[src/skf_pkg.sv]
// Shared types, constants and helpers for the scalar Kalman filter unit.
// Used by skf_div, scalar_kalman_filter_unit and tb_top; depends on nothing.
package skf_pkg;

    // Q16.16 sample and estimate width
    localparam int VALUE_W   = 32;
    // Fraction bits of covariance (Q2.x) and gain (Q0.x)
    localparam int COV_FRAC  = 30;
    localparam int COV_W     = COV_FRAC + 2;
    localparam int REG_W     = COV_W;
    localparam int CFG_IDX_W = 2;

    // Multiplier operands: gain-like value (Q1.x) times magnitude or covariance
    localparam int MUL_A_W   = COV_FRAC + 1;
    localparam int MUL_B_W   = (VALUE_W > COV_W) ? VALUE_W : COV_W;
    localparam int PROD_W    = MUL_A_W + MUL_B_W;
    localparam int SHR_W     = PROD_W - COV_FRAC;

    // Estimate update headroom
    localparam int EST_W     = VALUE_W + 3;

    localparam int DIV_CNT_W = $clog2(COV_FRAC);
    localparam logic [DIV_CNT_W-1:0] DIV_LAST = DIV_CNT_W'(COV_FRAC - 1);

    localparam logic [CFG_IDX_W-1:0] REG_PROCESS_NOISE     = CFG_IDX_W'(0);
    localparam logic [CFG_IDX_W-1:0] REG_MEASUREMENT_NOISE = CFG_IDX_W'(1);

    localparam logic [REG_W-1:0]     Q_RESET   = REG_W'(1073742);
    localparam logic [REG_W-1:0]     R_RESET   = REG_W'(10737418);
    localparam logic [COV_W-1:0]     COV_ONE   = COV_W'(1) << COV_FRAC;
    localparam logic [COV_FRAC-1:0]  GAIN_MAX  = '1;
    localparam logic [MUL_A_W-1:0]   GAIN_ONE  = MUL_A_W'(1) << COV_FRAC;

    typedef enum logic [3:0] {
        S_IDLE,
        S_PRED,
        S_DEN,
        S_DIV_START,
        S_DIV_WAIT,
        S_MUL_GAIN,
        S_EST,
        S_MUL_COV,
        S_COV,
        S_DONE
    } t_state;

    // Saturating covariance add
    function automatic logic [COV_W-1:0] sat_add_cov(input logic [COV_W-1:0] a,
                                                     input logic [COV_W-1:0] b);
        logic [COV_W:0] sum;
        sum = {1'b0, a} + {1'b0, b};
        return sum[COV_W] ? {COV_W{1'b1}} : sum[COV_W-1:0];
    endfunction

endpackage

[src/scalar_kalman_filter_unit.sv]
// Scalar Kalman filter: one filtered Q16.16 estimate per Q16.16 sample.
// Depends on skf_pkg and skf_div.
//
//  Channel   Direction  Handshake                 Payload
//  sample    in         i_in_valid / o_in_stall   i_sample
//  estimate  out        o_out_valid / i_out_stall o_estimate
//  config    in         i_cfg_we, i_cfg_index     i_cfg_data (0: Q, 1: R)
//
// The restoring gain divider forms one quotient bit a cycle. When the
// denominator is zero or the gain saturates, the divider skips its loop.
// One shared 31 x 32 multiplier forms the correction and the new covariance.
// Synchronous active-low reset clears the estimate to 0, the covariance to 1.0
// and the noise registers to their defaults. The input stalls while an item is
// in work; a stalled result waits in the output register and holds back only
// the final step of the next item.
module scalar_kalman_filter_unit (
    input  logic                                 i_clk,
    input  logic                                 i_rst_n,
    input  logic                                 i_in_valid,
    output logic                                 o_in_stall,
    input  logic signed [skf_pkg::VALUE_W-1:0]   i_sample,
    output logic                                 o_out_valid,
    input  logic                                 i_out_stall,
    output logic signed [skf_pkg::VALUE_W-1:0]   o_estimate,
    input  logic                                 i_cfg_we,
    input  logic [skf_pkg::CFG_IDX_W-1:0]        i_cfg_index,
    input  logic [skf_pkg::REG_W-1:0]            i_cfg_data
);
    import skf_pkg::*;

    t_state r_state, n_state;

    logic [REG_W-1:0]           r_q, r_r;
    logic signed [VALUE_W-1:0]  r_est;
    logic [COV_W-1:0]           r_cov;
    logic signed [VALUE_W-1:0]  r_sample;
    logic [COV_W-1:0]           r_pred;
    logic [COV_W-1:0]           r_den;
    logic                       r_neg;
    logic [VALUE_W-1:0]         r_mag;
    logic [PROD_W-1:0]          r_prod;
    logic                       r_out_valid;
    logic signed [VALUE_W-1:0]  r_out_est;

    logic accept, out_free;
    logic ld_pred, ld_den, div_start, ld_prod_gain, ld_est, ld_prod_cov, ld_cov, ld_out;
    logic div_done;
    logic [COV_FRAC-1:0] gain;

    logic signed [VALUE_W:0]    diff;
    logic [VALUE_W:0]           diff_abs;
    logic [MUL_A_W-1:0]         mul_a;
    logic [MUL_B_W-1:0]         mul_b;
    logic [PROD_W-1:0]          product;
    logic [SHR_W-1:0]           prod_shr;
    logic                       prod_rest;
    logic [EST_W-1:0]           corr_mag;
    logic signed [EST_W-1:0]    corr;
    logic signed [EST_W-1:0]    est_sum;
    logic signed [VALUE_W-1:0]  est_next;
    logic [COV_W-1:0]           cov_next;

    skf_div u_div (
        .i_clk      (i_clk),
        .i_rst_n    (i_rst_n),
        .i_start    (div_start),
        .i_num      (r_pred),
        .i_den      (r_den),
        .o_done     (div_done),
        .o_quotient (gain)
    );

    assign out_free = !r_out_valid || !i_out_stall;
    assign accept   = i_in_valid && !o_in_stall;

    // next state
    always_comb begin
        n_state = r_state;
        case (r_state)
            S_IDLE:      if (i_in_valid) n_state = S_PRED;
            S_PRED:      n_state = S_DEN;
            S_DEN:       n_state = S_DIV_START;
            S_DIV_START: n_state = S_DIV_WAIT;
            S_DIV_WAIT:  if (div_done) n_state = S_MUL_GAIN;
            S_MUL_GAIN:  n_state = S_EST;
            S_EST:       n_state = S_MUL_COV;
            S_MUL_COV:   n_state = S_COV;
            S_COV:       n_state = S_DONE;
            S_DONE:      if (out_free) n_state = S_IDLE;
            default:     n_state = S_IDLE;
        endcase
    end

    // control strobes
    always_comb begin
        o_in_stall   = 1'b1;
        ld_pred      = 1'b0;
        ld_den       = 1'b0;
        div_start    = 1'b0;
        ld_prod_gain = 1'b0;
        ld_est       = 1'b0;
        ld_prod_cov  = 1'b0;
        ld_cov       = 1'b0;
        ld_out       = 1'b0;
        case (r_state)
            S_IDLE:      o_in_stall   = 1'b0;
            S_PRED:      ld_pred      = 1'b1;
            S_DEN:       ld_den       = 1'b1;
            S_DIV_START: div_start    = 1'b1;
            S_DIV_WAIT:  ;
            S_MUL_GAIN:  ld_prod_gain = 1'b1;
            S_EST:       ld_est       = 1'b1;
            S_MUL_COV:   ld_prod_cov  = 1'b1;
            S_COV:       ld_cov       = 1'b1;
            S_DONE:      ld_out       = out_free;
            default:     ;
        endcase
    end

    // innovation sign and magnitude
    always_comb begin
        diff     = (VALUE_W+1)'(r_sample) - (VALUE_W+1)'(r_est);
        diff_abs = diff[VALUE_W] ? (VALUE_W+1)'(-diff) : diff;
    end

    // shared multiplier
    always_comb begin
        if (ld_prod_cov) begin
            mul_a = GAIN_ONE - {1'b0, gain};
            mul_b = MUL_B_W'(r_pred);
        end else begin
            mul_a = {1'b0, gain};
            mul_b = MUL_B_W'(r_mag);
        end
        product = PROD_W'(mul_a) * PROD_W'(mul_b);
    end

    // estimate update: correction rounds toward minus infinity
    always_comb begin
        prod_shr  = r_prod[PROD_W-1:COV_FRAC];
        prod_rest = |r_prod[COV_FRAC-1:0];
        if (r_neg) begin
            corr_mag = EST_W'(prod_shr) + EST_W'(prod_rest);
            corr     = -signed'(corr_mag);
        end else begin
            corr_mag = EST_W'(prod_shr);
            corr     = signed'(corr_mag);
        end
        est_sum = EST_W'(r_est) + corr;
        if (est_sum[EST_W-1:VALUE_W-1] == '0 || est_sum[EST_W-1:VALUE_W-1] == '1) begin
            est_next = est_sum[VALUE_W-1:0];
        end else if (est_sum[EST_W-1]) begin
            est_next = {1'b1, {(VALUE_W-1){1'b0}}};
        end else begin
            est_next = {1'b0, {(VALUE_W-1){1'b1}}};
        end
        // clamp the truncated covariance to the Q2.x range
        if (prod_shr[SHR_W-1:COV_W] != '0) begin
            cov_next = '1;
        end else begin
            cov_next = prod_shr[COV_W-1:0];
        end
    end

    always_ff @(posedge i_clk) begin
        if (!i_rst_n) begin
            r_state     <= S_IDLE;
            r_q         <= Q_RESET;
            r_r         <= R_RESET;
            r_est       <= '0;
            r_cov       <= COV_ONE;
            r_out_valid <= 1'b0;
        end else begin
            r_state <= n_state;
            if (i_cfg_we) begin
                case (i_cfg_index)
                    REG_PROCESS_NOISE:     r_q <= i_cfg_data;
                    REG_MEASUREMENT_NOISE: r_r <= i_cfg_data;
                    default:               ;
                endcase
            end
            if (ld_est) r_est <= est_next;
            if (ld_cov) r_cov <= cov_next;
            if (ld_out) begin
                r_out_valid <= 1'b1;
            end else if (!i_out_stall) begin
                r_out_valid <= 1'b0;
            end
        end
        if (accept) r_sample <= i_sample;
        if (ld_pred) r_pred <= sat_add_cov(r_cov, r_q);
        if (ld_den) begin
            r_den <= sat_add_cov(r_pred, r_r);
            r_neg <= diff[VALUE_W];
            r_mag <= diff_abs[VALUE_W-1:0];
        end
        if (ld_prod_gain || ld_prod_cov) r_prod <= product;
        if (ld_out) r_out_est <= r_est;
    end

    assign o_out_valid = r_out_valid;
    assign o_estimate  = r_out_est;

endmodule

[src/skf_div.sv]
// Iterative restoring divider for the Kalman gain: one quotient bit a cycle.
// Depends on skf_pkg.
module skf_div (
    input  logic                          i_clk,
    input  logic                          i_rst_n,
    input  logic                          i_start,
    input  logic [skf_pkg::COV_W-1:0]     i_num,
    input  logic [skf_pkg::COV_W-1:0]     i_den,
    output logic                          o_done,
    output logic [skf_pkg::COV_FRAC-1:0]  o_quotient
);
    import skf_pkg::*;

    logic [COV_W-1:0]     r_rem, n_rem;
    logic [COV_W-1:0]     r_den, n_den;
    logic [COV_FRAC-1:0]  r_quo, n_quo;
    logic [DIV_CNT_W-1:0] r_cnt, n_cnt;
    logic                 r_busy, n_busy;
    logic                 r_done, n_done;

    logic [COV_W:0]       shifted;
    logic [COV_W:0]       trial;

    always_comb begin
        shifted = {r_rem, 1'b0};
        trial   = shifted - {1'b0, r_den};
    end

    always_comb begin
        n_rem  = r_rem;
        n_den  = r_den;
        n_quo  = r_quo;
        n_cnt  = r_cnt;
        n_busy = r_busy;
        n_done = 1'b0;
        if (i_start) begin
            n_den = i_den;
            n_rem = i_num;
            n_cnt = '0;
            if (i_den == '0) begin
                n_quo  = '0;
                n_done = 1'b1;
            end else if (i_num >= i_den) begin
                // gain of one saturates just below one
                n_quo  = GAIN_MAX;
                n_done = 1'b1;
            end else begin
                n_quo  = '0;
                n_busy = 1'b1;
            end
        end else if (r_busy) begin
            // no borrow: subtract and set the quotient bit
            if (!trial[COV_W]) begin
                n_rem = trial[COV_W-1:0];
                n_quo = {r_quo[COV_FRAC-2:0], 1'b1};
            end else begin
                n_rem = shifted[COV_W-1:0];
                n_quo = {r_quo[COV_FRAC-2:0], 1'b0};
            end
            n_cnt = r_cnt + DIV_CNT_W'(1);
            if (r_cnt == DIV_LAST) begin
                n_busy = 1'b0;
                n_done = 1'b1;
            end
        end
    end

    always_ff @(posedge i_clk) begin
        if (!i_rst_n) begin
            r_busy <= 1'b0;
            r_done <= 1'b0;
            r_cnt  <= '0;
        end else begin
            r_busy <= n_busy;
            r_done <= n_done;
            r_cnt  <= n_cnt;
        end
        r_rem <= n_rem;
        r_den <= n_den;
        r_quo <= n_quo;
    end

    assign o_done     = r_done;
    assign o_quotient = r_quo;

endmodule

[config.mk]
export PLATFORM = sky130hd
export DESIGN_NAME = scalar_kalman_filter_unit
export DESIGN_NICKNAME = d
export VERILOG_FILES = /design/src/skf_pkg.sv /design/src/scalar_kalman_filter_unit.sv /design/src/skf_div.sv
export SDC_FILE = /design/constraint.sdc
export NUM_CORES = 2
export LEC_CHECK = 0
export ABC_AREA = 1
export BUFFER_PORTS_ARGS = -buffer_cell sky130_fd_sc_hd__buf_4
export CORE_UTILIZATION = 55
export DETAILED_ROUTE_END_ITERATION = 8
export MAX_ROUTING_LAYER = met4
export PLACE_DENSITY = 0.71
export SLEW_MARGIN = 25
export SYNTH_ARGS = -nofsm -noshare
export SYNTH_HDL_FRONTEND = slang
export SYNTH_SLANG_ARGS = --single-unit
[constraint.sdc]
create_clock -name i_clk -period 11.8 [get_ports i_clk]
set_input_delay 0 -clock i_clk [delete_from_list [all_inputs] [get_ports i_clk]]
set_output_delay 0 -clock i_clk [all_outputs]
set_load 0.02 [all_outputs]
# Word level (Yosys, flattened, before mapping)
# Index checks and enable logic that the tools add are counted.
dict set report op_classes {
  addsub 10
  n_mul 1
  n_div 0
  n_lt_le_gt_ge 1
  n_eq_ne 18
  n_shift 0
  n_mux 40
  n_bitwise 1
  n_reduce_logical 17
}
# cell n
set op_table {}
lappend op_table {{$mux 32} 8}
lappend op_table {{$mux 30} 4}
lappend op_table {{$add 32x32->33} 2}
lappend op_table {{$mul 31x32->63} 1}
lappend op_table {{$pmux 4 s10} 1}
lappend op_table {{$add 32x35->35} 1}
lappend op_table {{$mux 35} 1}
lappend op_table {{$neg 34->35} 1}
lappend op_table {{$add 33x1->34} 1}
lappend op_table {{$sub 32x32->33} 1}
lappend op_table {{$sub 33x32->33} 1}
lappend op_table {{$ge 32x32->1} 1}
lappend op_table {{$logic_not 32->1} 1}
lappend op_table {{$neg 32->32} 1}
lappend op_table {{$mux 31} 1}
lappend op_table {{$sub 31x30->31 const A} 1}
lappend op_table {{$reduce_or 30->1} 1}
lappend op_table {{$mux 1} 22}
lappend op_table {{$eq 4x3->1 const B} 4}
lappend op_table {{$eq 4x4->1 const B} 3}
lappend op_table {{$mux 4} 3}
lappend op_table {{$eq 4x2->1 const B} 2}
lappend op_table {{$logic_not 4->1} 2}
lappend op_table {{$ne 2x2->1 const B} 4}
lappend op_table {{14 further kinds} 20}
dict set report word_totals {
  ff_bits 458
  latchBits 0
  ramBits 0
  rom_bits 0
  in_bits 71
  output_inout_bits 34
  wordCells 107
  mem_count 0
}

# Depth between registers and ports, before layout
dict set report depth {
  depth_word 8
  mapped_depth 45
  ltp_nobuf 42
}

# Modules after synthesis
# A second synthesis with hierarchy kept.
dict set report hier_totals {
  hier_cells 8260
  hier_area_um2 64045.2
}
# mod n_inst cells_per_inst area_per_inst_um2 seq_area_each_um2
set by_module_without_submodules {}
lappend by_module_without_submodules {scalar_kalman_filter_unit 1 7126 55989.9 9389.0}
lappend by_module_without_submodules {skf_div 1 1134 8055.2 2962.8}

# Worst setup path after synthesis
# Ideal clock, no wire load.
dict set report synth_path {
  path_type {reg-to-reg}
  start {register u_div.r_quo[0] (netlist: u_div.o_quotient[0])}
  end {register r_prod[53] (data pin)}
  setup_ns 0.259
  arrival_ns 8.114
  t_required_ns 11.541
  path_slack_ns 3.427
  path_stages_with_launch 40
  path_buffers 3
  synth_period_minus_slack_ns 8.373
  cell_sequence {edfxtp_1 -> buf_6 -> clkinv_4 -> clkbuf_1 -> ha_1 -> nand2_1 -> nor2_1 -> inv_1 -> nor2_1 -> nand2_1 -> nor2_1 -> inv_1 -> o21ai_0 -> inv_1 -> or2_1 -> nand2_1 -> buf_2 -> nor2_1 -> (+4 left out) -> fa_1 -> fa_1 -> fa_1 -> fa_1 -> fa_1 -> inv_1 -> fa_1 -> inv_1 -> ha_1 -> nand2_1 -> nor2_1 -> inv_1 -> nor4_1 -> nand3_1 -> nand3_1 -> a21o_1 -> a21oi_1 -> xnor2_1}
}
dict set report synth_via {
  elab_chain_cells 3
}
# element line
set synth_rtl {}
lappend synth_rtl {{start, declared} skf_div.sv:16} ;# logic [COV_FRAC-1:0] r_quo, n_quo;
lappend synth_rtl {{start signal, assigned} skf_div.sv:80} ;# r_quo <= n_quo;
lappend synth_rtl {{$sub 31x30->31} scalar_kalman_filter_unit.sv:129} ;# mul_a = GAIN_ONE - {1'b0, gain};
lappend synth_rtl {{$mux 31 *} scalar_kalman_filter_unit.sv:128} ;# if (ld_prod_cov) begin
lappend synth_rtl {{$mul 31x32->63 *} scalar_kalman_filter_unit.sv:135} ;# product = PROD_W'(mul_a) * PROD_W'(mul_b);
lappend synth_rtl {{via product[53]} scalar_kalman_filter_unit.sv:54} ;# logic [PROD_W-1:0] product;
lappend synth_rtl {{end signal, assigned} scalar_kalman_filter_unit.sv:197} ;# if (ld_prod_gain || ld_prod_cov) r_prod <= product;
lappend synth_rtl {{end, declared} scalar_kalman_filter_unit.sv:41} ;# logic [PROD_W-1:0] r_prod;
# Mark *: on every way through the listed nets, which the timed path passes. The rest lies on a longest branch.
# A chain may end at the register's enable or synchronous reset.

# Worst setup path in the final report
dict set report layout_path {
  start {register u_div.r_quo[0] (netlist: u_div.o_quotient[0])}
  end {register r_prod[51] (data pin)}
}
# Same word-level chain as after synthesis.

==> flow_results.org <==
** Hold path
- The tightest min-delay check is of the input port to register type.

** Placed design
- IO buf count :: approximately 100
- Prior to clock tree synthesis, the placed netlist has a worst setup slack of 1.48 ns.
- Placer Congestion :: about 1.0
- Total half-perimeter wirelength after legalization and detailed placement :: about 170 mm

** Worst setup path
- Required time reported for the critical path endpoint :: around 12 ns
- Data on the critical path arrives at its endpoint at 10.97 ns.
- Among all stages on the critical path, the largest delay is contributed by sky130_fd_sc_hd__edfxtp_1.
- CP Capture Type :: register
- Worst setup path start :: u_div.o_quotient[0]
- Following the worst setup path forward leads to its endpoint at r_prod[51].
- The setup path with the least slack is of type register to register.
- Endpoint of the worst-slack reg-to-reg timing path :: r_prod[51]
- On the worst path, the slowest cell contributes a delay of about 0.74 ns.
- In this run the worst path has a maximum fanout of 19.
- The most numerous cell type found on the critical path is sky130_fd_sc_hd__fa_1.
- Flop-to-flop setup slack :: ~1.2 ns
- Category of the worst setup path launch point :: register
- The worst register-to-register path has a depth of 38.
- Reg-to-reg critical path startpoint :: u_div.o_quotient[0]

** Cells and area
- Relative area change from synthesis to final layout :: 8.05%
- Of the cells placed in the final design, the portion with a size suffix greater than 1 is 0.0465.
- The net count of the finished layout is ~9,400.
- Summing all flip-flop and latch instances after layout gives ~12,000 um^2.
- After filler insertion, the fill cell instance count of the layout stands at slightly above 10,000.
- Multi-input combinational cell area :: ~43,000 um^2

** Clock tree
- After clock tree synthesis, the setup repair step added 0 buffers.
- The number of clock buffers added by TritonCTS is 50.
- # clock sinks :: approximately 460
- Clock-pin slew was measured on the worst setup and hold paths at about 0.070 ns.
- Clk root buf :: sky130_fd_sc_hd__clkbuf_16
- Cts repair resizes :: 0
- Clock tree from TritonCTS :: done
- The H-tree generated during clock tree synthesis spans 2 levels.
- Hold bufs inserted after CTS :: 77
- Worst skew pair latency :: 0.66 ns
- In this run the deepest clock path goes through 3 buffers.

** Timing
- Largest clock skew in the final design :: around 0.044 ns
- Worst slew margin relative to its limit :: 0.290
- Final setup margin :: approximately 1.2 ns
- Post-layout min period :: ~11 ns
- At the pin with the least slew margin, the transition time is between 1 and 1.5 ns.
- Sum of negative setup slack :: 0 ns
- Number of setup violations in the final report :: 0
- Count of final hold-check violations :: 0
- Max-slew violation total from the final report :: 0
- Unrepaired setup endpoints after global routing :: false
- In the finished design, the share of the clock period the worst path needs comes to 0.899.
- Timing would allow up to 94.3 MHz.

** Route
- Average wire length per cell after detail routing :: ~22 um
- After detailed routing, the number of vias per cell comes to about 5.7.
- Via total after detailed routing :: between 50,000 and 60,000
- Count of unresolved DRC violations after routing :: 0
- In this run the remaining antenna-violating nets after routing total 0.
- The final layout contains routed wiring with a total length of roughly 210 mm.
- DRC violation total after the first TritonRoute iteration :: between 5,000 and 6,000
- Detailed-router iteration count before antenna repair :: 6

** Floorplanning
- For this design the top-level I/O count stands at 105.
- The floorplan step set the die height to around 340 um.
- Measured along the x axis, the die boundary spans 339 um.
- Cell row count :: between 100 and 150
- The initial utilization of the core area, before any placement, comes to 0.554.
- After floorplanning, the core was sized to cover 112,000 um^2.
- The die covers roughly 110,000 um^2.

** Outcome
- Outcome :: complete, no violations

** Yosys
- Proportion of register bits with asynchronous set or reset after synthesis :: 0
- Count of mapped cells out of synthesis :: about 7,800
- When the netlist entered floorplanning its net count stood at a little over 9,000.
- Synth Warn # :: 0
- Number of enable-type register cells in the synthesized netlist :: ~320
- In the synthesized netlist the dominant register cell turns out to be sky130_fd_sc_hd__edfxtp_1.
- Average footprint of a synthesized cell :: just under 8 um^2
- After synthesis the cells add up to a little over 60,000 um^2.
- Synthesis instantiated between 50 and 60 different standard cells from the library.
- Synth Register Bits :: around 460
- The share of the Yosys chip area taken by registers is 0.198.

** GRT
- Remaining global-route overflow :: 0
- Number of global-route vias before repair :: 53,500
- The first global-routing pass estimated approximately 320 mm of wire.
- The number of antenna violations at the first check in global routing came to 6.
- For this run, the total global-route usage over all layers was measured as 0.376.
- Maximum number of pins on one net before global-route repair :: 91

** Flow run
- The tool flagged a number of max-cap violations equal to 0.
-- kinds of logic (layout without fill, tap and decap cells) --
kind of cell    count (synthesis)  count (layout)  share of synthesized area
simple gates                 3140            3140                      0.206
buf+inv                      1755            1884                      0.107
fa+ha+maj                    1361            1361                      0.378
compound gates                923             923                     0.0812
flops                         458             458                      0.198
xor+xnor                      210             210                     0.0297
other cells                     0               4                          0
-- how the worst min path moves through the flow --
stage                            start      endpoint  slack (ns)  depth (start not counted)
after floorplan            i_sample[0]   r_sample[0]         0.1                          0
final                         i_cfg_we       r_r[10]        0.09                          4
after detailed placement  i_sample[12]  r_sample[12]        0.18                          1
after CTS                 i_sample[17]  r_sample[17]        0.07                          2
after global placement    i_sample[17]  r_sample[17]        0.18                          1
after global routing      i_sample[16]  r_sample[16]        0.08                          2
-- final cells by class --
cell class                      instances  area share
Antenna cell                            4    0.000149
Clock buffer                           57      0.0194
Clock inverter                         37     0.00585
Inverter                             1510      0.0843
Multi-Input combinational cell       5634       0.645
Sequential cell                       458       0.183
Tap cell                             1500      0.0279
Timing Repair Buffer                  280      0.0344
-- layout by cell type, fill, tap and decap left out, drive strengths merged, types with 42 or more instances in the layout --
| master | n |
|---|---|
| fa | 871 |
| nor3 | 52 |
| dlygate4sd3 | 77 |
| edfxtp | 318 |
| o21ai | 380 |
| xor2 | 123 |
| nand3 | 299 |
| nand2 | 1713 |
| nor4 | 42 |
| xnor2 | 87 |
| buf | 203 |
| inv | 1496 |
| a31oi | 65 |
| clkbuf | 57 |
| dfxtp | 140 |
| a21oi | 354 |
| ha | 490 |
| nand4 | 57 |
| nor2 | 897 |
-- critical path: cells and delay by family, from the launching register on --
family / cells / cell delay [ns]
adder cells (fa/ha/maj): 10 / 4.56
AND/OR/NAND/NOR: 14 / 3.26
buffers and inverters: 10 / 1.13
flip-flops: 1 / 0.74
AO/OA/AOI/OAI: 3 / 0.47
XOR/XNOR: 1 / 0.15
-- synthesized netlist by cell type, types with 3 or more instances --
| library cell | number | area [um^2] |
|---|---|---|
| sky130_fd_sc_hd__a31oi_1 | 65 | 407 |
| sky130_fd_sc_hd__o221ai_1 | 3 | 26.3 |
| sky130_fd_sc_hd__ha_1 | 490 | 6130 |
| sky130_fd_sc_hd__buf_2 | 35 | 175 |
| sky130_fd_sc_hd__a211oi_1 | 3 | 22.5 |
| sky130_fd_sc_hd__xor2_1 | 121 | 1060 |
| sky130_fd_sc_hd__buf_6 | 5 | 56.3 |
| sky130_fd_sc_hd__a221oi_1 | 4 | 35.0 |
| sky130_fd_sc_hd__a21oi_1 | 354 | 1770 |
| sky130_fd_sc_hd__xnor2_1 | 87 | 762 |
| sky130_fd_sc_hd__a21o_1 | 34 | 255 |
| sky130_fd_sc_hd__nand3_2 | 5 | 50.1 |
| sky130_fd_sc_hd__nor3_1 | 50 | 250 |
| sky130_fd_sc_hd__clkbuf_1 | 191 | 717 |
| sky130_fd_sc_hd__nand4_1 | 57 | 357 |
| sky130_fd_sc_hd__o21ai_1 | 27 | 135 |
| sky130_fd_sc_hd__dfxtp_1 | 140 | 2800 |
| sky130_fd_sc_hd__clkinv_1 | 16 | 60.1 |
| sky130_fd_sc_hd__o21a_1 | 10 | 75.1 |
| sky130_fd_sc_hd__o211ai_1 | 18 | 135 |
| sky130_fd_sc_hd__o31ai_1 | 3 | 22.5 |
| sky130_fd_sc_hd__nor4_1 | 42 | 263 |
| sky130_fd_sc_hd__inv_2 | 9 | 33.8 |
| sky130_fd_sc_hd__a21boi_0 | 13 | 97.6 |
| sky130_fd_sc_hd__buf_1 | 11 | 41.3 |
| sky130_fd_sc_hd__nand2_1 | 1710 | 6420 |
| sky130_fd_sc_hd__or2_2 | 22 | 138 |
| sky130_fd_sc_hd__inv_1 | 1483 | 5570 |
| sky130_fd_sc_hd__edfxtp_1 | 318 | 9550 |
| sky130_fd_sc_hd__nand3_1 | 293 | 1470 |
| sky130_fd_sc_hd__buf_4 | 3 | 22.5 |
| sky130_fd_sc_hd__o21ai_0 | 346 | 1730 |
| sky130_fd_sc_hd__and2_1 | 11 | 68.8 |
| sky130_fd_sc_hd__nand3b_1 | 41 | 308 |
| sky130_fd_sc_hd__o21bai_1 | 30 | 225 |
| sky130_fd_sc_hd__fa_1 | 871 | 17400 |
| sky130_fd_sc_hd__nor2_1 | 893 | 3350 |
| sky130_fd_sc_hd__o21ai_2 | 6 | 52.6 |
-- per-stage QoR --
step / hold WS (ns) / instance area (um^2) / util / instances
finish: 0.0880 / 67400 / 0.599 / 9480
global route: 0.0785 / 67400 / 0.599 / 9480
CTS: 0.0661 / 67300 / 0.599 / 9476
detailed placement: 0.179 / 64900 / 0.577 / 9305
global placement: 0.178 / 64800 / 0.576 / 9304
floorplan: 0.0989 / 62300 / - / 7847
-- flip-flops by register name, summed over array words and instances (netlist names), 32 cells and up --
register,cells
o_estimate,32
r_cov,32
r_den,32
r_est,32
r_mag,32
r_pred,32
r_prod,63
r_q,32
r_r,32
r_sample,32
u_div.r_den,32
u_div.r_rem,32
-- metal layers --
metal | global-route usage | part of all wire | up-vias
met5 | - | 0 | -
met4 | 0.139 | 0.045 | 0
met3 | 0.0738 | 0.099 | 487
met2 | 0.563 | 0.44 | 2575
met1 | 0.507 | 0.41 | 26300
li1 | - | - | 24600
Power is left out: the tool's default activity adds up to more than one toggle a clock period on the data nets, which glitch-free logic cannot reach.
